==> src/design/svt_pkg.sv <==
// Package for the sorted value table: sizes, command and result types,
// operation and status codes, and the control bundle that drives the cell chain.
// Used by svt_cell and sorted_value_table; depends on nothing else.
package svt_pkg;

    localparam int DEPTH = 16;
    localparam int CNT_W = $clog2(DEPTH + 1);
    localparam int KEY_W = 32;
    localparam logic [KEY_W-1:0] SIGN_FLIP = {1'b1, {(KEY_W-1){1'b0}}};

    typedef enum logic [1:0] {
        KIND_INSERT = 2'd0,
        KIND_REMOVE = 2'd1,
        KIND_FIND   = 2'd2,
        KIND_CLEAR  = 2'd3
    } t_kind;

    typedef enum logic [1:0] {
        STAT_DONE      = 2'd0,
        STAT_NOT_FOUND = 2'd1,
        STAT_FULL      = 2'd2
    } t_status;

    typedef enum logic {
        ST_IDLE,
        ST_APPLY
    } t_state;

    typedef struct packed {
        logic [1:0]         kind;
        logic signed [31:0] value;
    } t_cmd;

    typedef struct packed {
        logic [1:0] status;
        logic [4:0] count;
    } t_result;

    typedef struct packed {
        logic load;
        logic ins;
        logic rem;
    } t_cell_ctl;

endpackage

==> src/design/svt_cell.sv <==
// One cell of the sorted chain: holds one entry and its compare flags.
// Hands its entry to both neighbors for shifting; depends on svt_pkg.
module svt_cell
    import svt_pkg::*;
(
    input  logic             i_clk,
    input  t_cell_ctl        i_ctl,
    input  logic             i_occ,
    input  logic [KEY_W-1:0] i_key,
    input  logic             i_prev_lt,
    input  logic [KEY_W-1:0] i_prev_entry,
    input  logic [KEY_W-1:0] i_next_entry,
    output logic             o_lt,
    output logic             o_hit,
    output logic [KEY_W-1:0] o_entry
);

    logic [KEY_W-1:0] r_entry;
    logic [KEY_W-1:0] n_entry;
    logic             r_lt;
    logic             r_eq;

    always_ff @(posedge i_clk) begin
        if (i_ctl.load) begin
            r_lt <= i_occ && (r_entry < i_key);
            r_eq <= i_occ && (r_entry == i_key);
        end
        r_entry <= n_entry;
    end

    always_comb begin
        n_entry = r_entry;
        if (i_ctl.ins && !r_lt) begin
            n_entry = i_prev_lt ? i_key : i_prev_entry;
        end else if (i_ctl.rem && !r_lt) begin
            n_entry = i_next_entry;
        end
    end

    assign o_lt    = r_lt;
    assign o_hit   = r_eq && i_prev_lt;
    assign o_entry = r_entry;

endmodule

==> src/design/sorted_value_table.sv <==
// Top level of the sorted value table: control sequencer and the chain of cells.
// Depends on svt_pkg and svt_cell.
//
// Usage: drive i_cmd and raise start; the command is transferred at a rising
// edge where start is high and busy is low. All cells compare their entry with
// the command's value at that edge. In the next cycle busy is high and every
// cell updates at once from its own flags and its neighbors' entries, so
// insert and remove shift the chain in a single step.
// The result is registered at the end of that cycle and shown on o_result
// for exactly one cycle with o_valid high. No new command is taken while busy
// is high; the next one can be taken in the cycle where the previous result
// is shown. The cell chain runs its compare step and then its shift step.
// The receiver cannot stall: each result is taken when shown.
// Reset clears the entry count and the sequencer; entries stay as they are and
// are read only below the count. Insert into a full table reports full.
module sorted_value_table
    import svt_pkg::*;
(
    input  logic    i_clk,
    input  logic    i_rst_n,
    input  logic    start,
    output logic    busy,
    input  t_cmd    i_cmd,
    output logic    o_valid,
    output t_result o_result
);

    t_state           r_state;
    t_state           n_state;
    logic [1:0]       r_kind;
    logic [KEY_W-1:0] r_key;
    logic [CNT_W-1:0] r_count;
    logic [CNT_W-1:0] n_count;
    logic             r_valid;
    logic             n_valid;
    t_result          r_result;
    t_result          n_result;
    t_cell_ctl        cell_ctl;
    logic [KEY_W-1:0] cell_key;
    logic             accept;
    logic             found;
    logic             full;

    logic [DEPTH-1:0] lt;
    logic [DEPTH-1:0] hit;
    logic [KEY_W-1:0] entry [DEPTH];

    assign accept = start && (r_state == ST_IDLE);
    assign busy   = (r_state == ST_APPLY);
    assign found  = |hit;
    assign full   = (r_count == CNT_W'(DEPTH));
    assign cell_key = (r_state == ST_IDLE) ? (i_cmd.value ^ SIGN_FLIP) : r_key;

    always_ff @(posedge i_clk) begin
        if (!i_rst_n) begin
            r_state <= ST_IDLE;
            r_count <= '0;
            r_valid <= 1'b0;
        end else begin
            r_state <= n_state;
            r_count <= n_count;
            r_valid <= n_valid;
        end
        if (accept) begin
            r_kind <= i_cmd.kind;
            r_key  <= i_cmd.value ^ SIGN_FLIP;
        end
        r_result <= n_result;
    end

    always_comb begin
        n_state       = r_state;
        n_count       = r_count;
        n_valid       = 1'b0;
        n_result      = r_result;
        cell_ctl.load = accept;
        cell_ctl.ins  = 1'b0;
        cell_ctl.rem  = 1'b0;
        unique case (r_state)
            ST_IDLE: begin
                if (accept) begin
                    n_state = ST_APPLY;
                end
            end
            ST_APPLY: begin
                n_state         = ST_IDLE;
                n_valid         = 1'b1;
                n_result.status = STAT_DONE;
                unique case (r_kind)
                    KIND_INSERT: begin
                        if (full) begin
                            n_result.status = STAT_FULL;
                        end else begin
                            cell_ctl.ins = 1'b1;
                            n_count      = r_count + CNT_W'(1);
                        end
                    end
                    KIND_REMOVE: begin
                        if (found) begin
                            cell_ctl.rem = 1'b1;
                            n_count      = r_count - CNT_W'(1);
                        end else begin
                            n_result.status = STAT_NOT_FOUND;
                        end
                    end
                    KIND_FIND: begin
                        if (!found) begin
                            n_result.status = STAT_NOT_FOUND;
                        end
                    end
                    KIND_CLEAR: begin
                        n_count = '0;
                    end
                    default: begin
                        n_count = r_count;
                    end
                endcase
                n_result.count = 5'(n_count);
            end
            default: begin
                n_state = ST_IDLE;
            end
        endcase
    end

    for (genvar g = 0; g < DEPTH; g++) begin : g_cell
        logic             prev_lt;
        logic [KEY_W-1:0] prev_entry;
        logic [KEY_W-1:0] next_entry;
        logic             occ;

        assign occ = (CNT_W'(g) < r_count);

        if (g == 0) begin : g_first
            assign prev_lt    = 1'b1;
            assign prev_entry = '0;
        end else begin : g_mid
            assign prev_lt    = lt[g-1];
            assign prev_entry = entry[g-1];
        end

        if (g == DEPTH - 1) begin : g_last
            assign next_entry = '0;
        end else begin : g_inner
            assign next_entry = entry[g+1];
        end

        svt_cell u_cell (
            .i_clk        (i_clk),
            .i_ctl        (cell_ctl),
            .i_occ        (occ),
            .i_key        (cell_key),
            .i_prev_lt    (prev_lt),
            .i_prev_entry (prev_entry),
            .i_next_entry (next_entry),
            .o_lt         (lt[g]),
            .o_hit        (hit[g]),
            .o_entry      (entry[g])
        );
    end

    assign o_valid  = r_valid;
    assign o_result = r_result;

endmodule
==> config.mk <==
export PLATFORM = sky130hd
export DESIGN_NAME = sorted_value_table
export DESIGN_NICKNAME = d
export VERILOG_FILES = /design/src/design/svt_pkg.sv /design/src/design/svt_cell.sv /design/src/design/sorted_value_table.sv
export SDC_FILE = /design/constraint.sdc
export NUM_CORES = 2
export LEC_CHECK = 0
export BUFFER_PORTS_ARGS = -buffer_cell sky130_fd_sc_hd__buf_2
export CORE_MARGIN = 2
export CORE_UTILIZATION = 56
export DETAILED_ROUTE_END_ITERATION = 10
export PLACE_DENSITY = 0.78
export SKIP_CTS_REPAIR_TIMING = 1
export SLEW_MARGIN = 0
export SYNTH_ARGS = -nofsm -noshare
export SYNTH_HDL_FRONTEND = slang
export SYNTH_SLANG_ARGS = --single-unit
==> constraint.sdc <==
create_clock -name i_clk -period 4.3 [get_ports i_clk]
set_input_delay 0.43 -clock i_clk [delete_from_list [all_inputs] [get_ports i_clk]]
set_output_delay 0.43 -clock i_clk [all_outputs]
set_load 0.01 [all_outputs]
After elaboration in Yosys (flattened, before gate mapping)

Cells that the tools add are included.

Flip-flop bits (word level): 592
Input bits: 37
Output and inout port bits: 9
Word-level logic and storage cells: 288

$add $sub $neg: 2
$lt $le $gt $ge: 32
Equal/unequal tests: 20
Muxes and demuxes: 62
Bitwise logic cells: 2
Reduce and logical (&&, ||, !) cells: 115

Operators with widths:

| operator                                                            | count |
|---|---|
| 32-bit 2-to-1 mux                                                   | 48 |
| 32-bit == test                                                      | 16 |
| 32-bit < comparator                                                 | 16 |
| 1-bit logical AND                                                   | 80 |
| 4-bit by 5-bit < comparator with 1-bit output, first input constant | 8 |
| 2-bit nonzero test                                                  | 16 |
| 3-bit by 5-bit < comparator with 1-bit output, first input constant | 4 |
| 1-bit logical NOT                                                   | 16 |
| 16-bit OR reduction                                                 | 1 |
| 5-bit case mux with 3 select lines                                  | 1 |
| 1-bit by 5-bit < comparator with 1-bit output, first input constant | 2 |
| 2-bit by 5-bit < comparator with 1-bit output, first input constant | 2 |
| 5-bit 2-to-1 mux                                                    | 2 |
| 1-bit 2-to-1 mux                                                    | 7 |
| 5-bit by 1-bit adder with 5-bit output, second input constant       | 1 |
| 5-bit == test, second input constant                                | 1 |
| 5-bit by 1-bit subtractor with 5-bit output, second input constant  | 1 |
| 2-bit == test, second input constant                                | 2 |
| 2-bit 2-to-1 mux                                                    | 2 |
| 2-bit case mux with 2 select lines                                  | 1 |
| 2-bit by 1-bit == test with 1-bit output, second input constant     | 1 |
| 2-bit logical NOT                                                   | 1 |
| 1-bit inverter                                                      | 2 |
| 1-bit case mux with 2 select lines                                  | 1 |
| 2-bit OR reduction                                                  | 1 |

Longest topological paths before layout

Word-level depth: 8
Gate-level depth with buffers: 11
Gate-level depth less buffers: 8

Modules after synthesis

From an unflattened synthesis, not the netlist that was laid out.

Cell total of the unflattened synthesis: 4331
Area, all modules: 43289.0 um^2

By module, submodules not included:

| module             | times used | cells an instance | area each (um^2) | sequential area each (um^2) |
|---|---|---|---|---|
| svt_cell           | 16         | 258               | 2549.9           | 1021.0 |
| sorted_value_table | 1          | 203               | 2489.9           | 1371.3 |

Worst setup path before layout

No wires, ideal clock.

Kind: flip-flop to flip-flop
From: register r_state (netlist: busy)
To: register g_cell[0].u_cell.r_lt, enable pin
Library setup time: 499 ps
Data arrival time: 3632 ps
Data required time: 3801 ps
Path slack: 169 ps
Stages on the path, launching flop included: 3
Buffers on the path: 1
Period minus slack after synthesis: 4131 ps
Cells stage by stage: dfxtp_1 -> buf_2 -> nor2b_1

Word-level cells in the longest chain between the ends: 2

Ends and longest elaborated chain:

| what                   | RTL line                 | text |
|---|---|---|
| from (decl)            | sorted_value_table.sv:28 | `t_state r_state;` |
| from (signal assigned) | sorted_value_table.sv:60 | `r_state <= n_state;` |
| 1-bit inverter         | -                        |  |
| 1-bit logical AND      | sorted_value_table.sv:48 | `assign accept = start && (r_state == ST_IDLE);` |
| net accept             | sorted_value_table.sv:40 | `logic accept;` |
| to (signal assigned)   | svt_cell.sv:25           | `r_lt <= i_occ && (r_entry < i_key);` |
| to (decl)              | svt_cell.sv:20           | `logic r_lt;` |

The timed path passes the listed nets, and every way through them passes these cells.
A chain may end at the register's enable or synchronous reset.

Worst setup path in the final report

From: register r_state (netlist: busy)
To: register g_cell[13].u_cell.r_lt (data pin)

Word-level cells in the longest chain between the ends: 3

Ends and longest elaborated chain:

| what                 | RTL line                 | text |
|---|---|---|
| 32-bit 2-to-1 mux    | sorted_value_table.sv:52 | `assign cell_key = (r_state == ST_IDLE) ? (i_cmd.value ^ SIGN_FLIP) : r_key;` |
| 32-bit < comparator  | svt_cell.sv:25           |  |
| 1-bit logical AND    | svt_cell.sv:25           |  |
| to (signal assigned) | svt_cell.sv:25           |  |
| to (decl)            | svt_cell.sv:20           |  |

Every way passes these cells.

==> Flow_metrics.wiki <==
{| class="wikitable"
! Metric !! Value
|-
| Worst vdd rail ir drop || between 0.0003 and 0.0004 V
|-
| Num ports || 46
|-
| Setup CP Type || reg -> reg
|-
| Std cell rows || 97
|-
| Final-stage net count || 4792
|-
| H-tree Lvls || 3
|-
| Fraction of the cycle the final worst path needs || 0.8524
|-
| Horizontal die dimension || ~270 um
|-
| Clock Root Buffer || sky130_fd_sc_hd__clkbuf_16
|-
| Average footprint of a synthesized cell || 9.367 um^2
|-
| WL per Instance || 20.11 um
|-
| Grt total ovfl || 0
|-
| Most frequently used flop master after synthesis || sky130_fd_sc_hd__edfxtp_1
|-
| DRT iter0 DRCs || roughly 3400
|-
| Data required, critical path || 4.80 ns
|-
| Overall die height || 270.9 um
|-
| Tightest hold margin || approximately 0.021 ns
|-
| Leakage || approximately 17 nW
|-
| Post-detailed-routing wire length || 105.2 mm
|-
| Cell Count Post-Placement || 5103
|-
| First-pass iteration count of the detailed router || 6
|-
| Start point of the worst min-delay path || i_cmd[0]
|-
| Clock tree from TritonCTS || built
|-
| Area share of the largest cell type after synthesis || 0.4403
|-
| Via count of the first global-routing pass || 30258
|-
| Register area share after synthesis || 0.4439
|-
| Post-synth top cells || 1045 x sky130_fd_sc_hd__nand2_1, 750 x sky130_fd_sc_hd__o21ai_0, 585 x sky130_fd_sc_hd__edfxtp_1, 519 x sky130_fd_sc_hd__ha_1, 227 x sky130_fd_sc_hd__o21ai_1
|-
| Vias post-DR || approximately 32000
|-
| Remaining antenna violation count after routing || 0
|-
| Largest net degree at the start of global routing || between 60 and 70
|-
| Critical R2R Capture || g_cell[13].u_cell.o_lt
|-
| Clk_lat worst skew || 0.63 ns
|-
| Overall track demand over capacity in global routing || 0.2837
|-
| Clock buffer depth || 3
|-
| Post-placement setup slack || about 0.64 ns
|-
| Fraction of registers with async set/reset || 0
|-
| Final setup margin || around 0.63 ns
|-
| Final non-filler cell total || 5230
|-
| Placed wire-length estimate || 77.62 mm
|-
| Via/cell ratio || 6.141
|-
| CP endpoint kind || flip-flop
|-
| Fin. max-slew vios || 0
|-
| Rel. slew slack || 0.2135
|-
| Total negative setup slack || 0 ns
|-
| Antenna cell count || 0
|-
| Number of buffers created by CTS || 69
|-
| Worst-case reg-to-reg path depth || 9
|-
| Synth unique cells || 75
|-
| Hold depth || 1
|-
| Arrival time reported for the critical path endpoint || around 4.2 ns
|-
| Number of synthesized flops with an enable pin || slightly below 600
|-
| Number of sinks driven by the clock tree || 592
|-
| Worst Hold Path EP || r_key[0]
|-
| Antenna violations before repair || 1
|-
| Floorplan Core Area || 70270 um^2
|-
| Total Die Area || 73390 um^2
|-
| Outcome || completed
|-
| Worst-margin pin slew || about 1.2 ns
|-
| Gp weighted congestion || 0.9217
|-
| Most used cell along the critical path || sky130_fd_sc_hd__buf_4
|-
| Area grow syn2layout || 9.274%
|-
| PD cells || 328.9 nW/um^2
|-
| Tmin final || roughly 3.7 ns
|-
| Critical Path Source Type || flip-flop
|-
| Final setup skew || 0.02195 ns
|-
| Setup violation total in the final timing report || 0
|-
| Crit path max-delay cell type || sky130_fd_sc_hd__dfxtp_4
|-
| Highest clock rate || between 0.2 and 0.3 GHz
|-
| Clock Pin Slew Worst Setup and Hold Paths || 0.06 ns
|-
| Flop2flop setup slack || 0.63 ns
|-
| Worst R2R Start || busy
|-
| Fraction of layout instances using a drive strength above 1 || 0.08462
|-
| Yosys Warn Count || 0
|-
| Post-Syn Instances || 4259
|-
| Number of hold violations in the final report || 0
|-
| Cell Chain, Critical Path || buf_12 -> mux2i_4 -> buf_4 -> buf_4 -> ha_1 -> a21oi_1 -> o21ai_0 -> a2111oi_0 -> o21a_1
|-
| Leading post-synthesis cells by cell area || sky130_fd_sc_hd__edfxtp_1 44%, sky130_fd_sc_hd__ha_1 16%, sky130_fd_sc_hd__nand2_1 9.8%
|-
| Worst Hold Class || in -> reg
|-
| Max-cap viol count || 0
|-
| Most area-hungry cell type in the Yosys netlist || sky130_fd_sc_hd__edfxtp_1
|-
| Mapped Area || 39890 um^2
|-
| Syn_nets || 4815
|-
| Largest incremental delay on the critical path || 0.79 ns
|-
| Wire length of the first global-routing pass || 166.7 mm
|-
| Setup repair after global routing missed its margin || no
|-
| Post-route DRC || 0
|-
| Top fanout value on the critical path || 25
|-
| Cell with the most instances after synthesis || sky130_fd_sc_hd__nand2_1
|-
| Quantity of I/O buffers inserted on ports || 45
|-
| Initial Utilization || 0.5677
|-
| Register bit count reported by yosys || 592
|}
[registers in the layout, indices dropped and copies added, names as in the netlist]
signal	flops
busy	1
g_cell.u_cell.o_entry	512
g_cell.u_cell.o_lt	16
g_cell.u_cell.r_eq	16
o_result	7
o_valid	1
r_count	5
r_key	32
r_kind	2
[cell families after synthesis]
group / after synthesis / share of synthesized area
AND/OR/NAND/NOR: 1439 / 0.1555
AO/OA/AOI/OAI: 1380 / 0.1932
multiplexers: 31 / 0.009660
buffers and inverters: 296 / 0.03456
adder cells (fa/ha/maj): 519 / 0.1628
XOR/XNOR: 2 / 0.0004392
flip-flops: 592 / 0.4439
[metrics by stage]
| stage | util | cell area, um^2 | power (mW) |
|---|---|---|---|
| after floorplan | - | 39890 | 8.091 |
| after global routing | 0.6204 | 43590 | 14.90 |
| final | 0.6204 | 43590 | 14.34 |
| after detailed placement | 0.5905 | 41500 | 8.805 |
| after global placement | 0.5905 | 41500 | 8.721 |
| after CTS | 0.6201 | 43570 | 14.37 |
[layer usage]
metal / part of all wire / GRT usage
met5: 0 / 0
met4: 0.037 / 0.1067
met3: 0.080 / 0.04145
met2: 0.46 / 0.4571
met1: 0.43 / 0.3883
[power breakdown]
part	switching [mW]	internal [mW]	leakage (nW)
Clock	2.45	3.16	1.02
Sequential	0.131	6.48	5.41
Combinational	1.35	0.773	11.1
[cells in the final DEF, fill, tap and decap left out, drive strengths merged, types with 6 or more instances in the layout]
master,Yosys,routed
buf,148,164
clkbuf,112,91
nand3b,7,7
nand2,1046,1046
inv,36,41
a221oi,14,14
o21ai,977,977
dfxtp,7,7
nand4,78,78
and4,22,22
edfxtp,585,585
a211oi,44,44
a2111oi,12,12
a221o,9,9
and2,9,9
or2,21,21
mux2i,31,31
a21oi,192,192
nor2,90,90
nand3,66,66
a21boi,12,12
clkinv,0,26
nor2b,26,26
nor4,24,24
nor4b,6,6
ha,519,519
o211ai,11,11
and3,9,9
a22o,9,9
o211a,7,7
a22oi,10,10
nor3b,7,7
a21o,46,46
nor3,11,11
[critical path, delay by kind of cell (launching register included)]
kind            cells  cell delay [ns]
fa+ha+maj           1             0.28
compound gates      4             1.06
buf+inv             3             0.84
mux                 1             0.54
flops               1             0.79
[area by class of cell]
class / count / area, um^2
repair buffers: 166 / 1326
clock inverters: 34 / 224.0
flip-flops and latches: 592 / 17710
inverters: 36 / 135.1
multi-input cells: 3371 / 21170
clock buffers: 91 / 1852
well taps: 940 / 1176
fillers: 5753 / 26680
[worst max-delay path by stage]
stage,to,from,slack (ns)
floorplan,g_cell[0].u_cell.o_lt,busy,0.17
global placement,g_cell[13].u_cell.o_lt,busy,0.70
detailed placement,g_cell[13].u_cell.o_lt,busy,0.64
CTS,g_cell[13].u_cell.o_lt,busy,0.62
global route,g_cell[13].u_cell.o_lt,busy,0.43
finish,g_cell[13].u_cell.o_lt,busy,0.63
(Power assumes the default switching activity.)
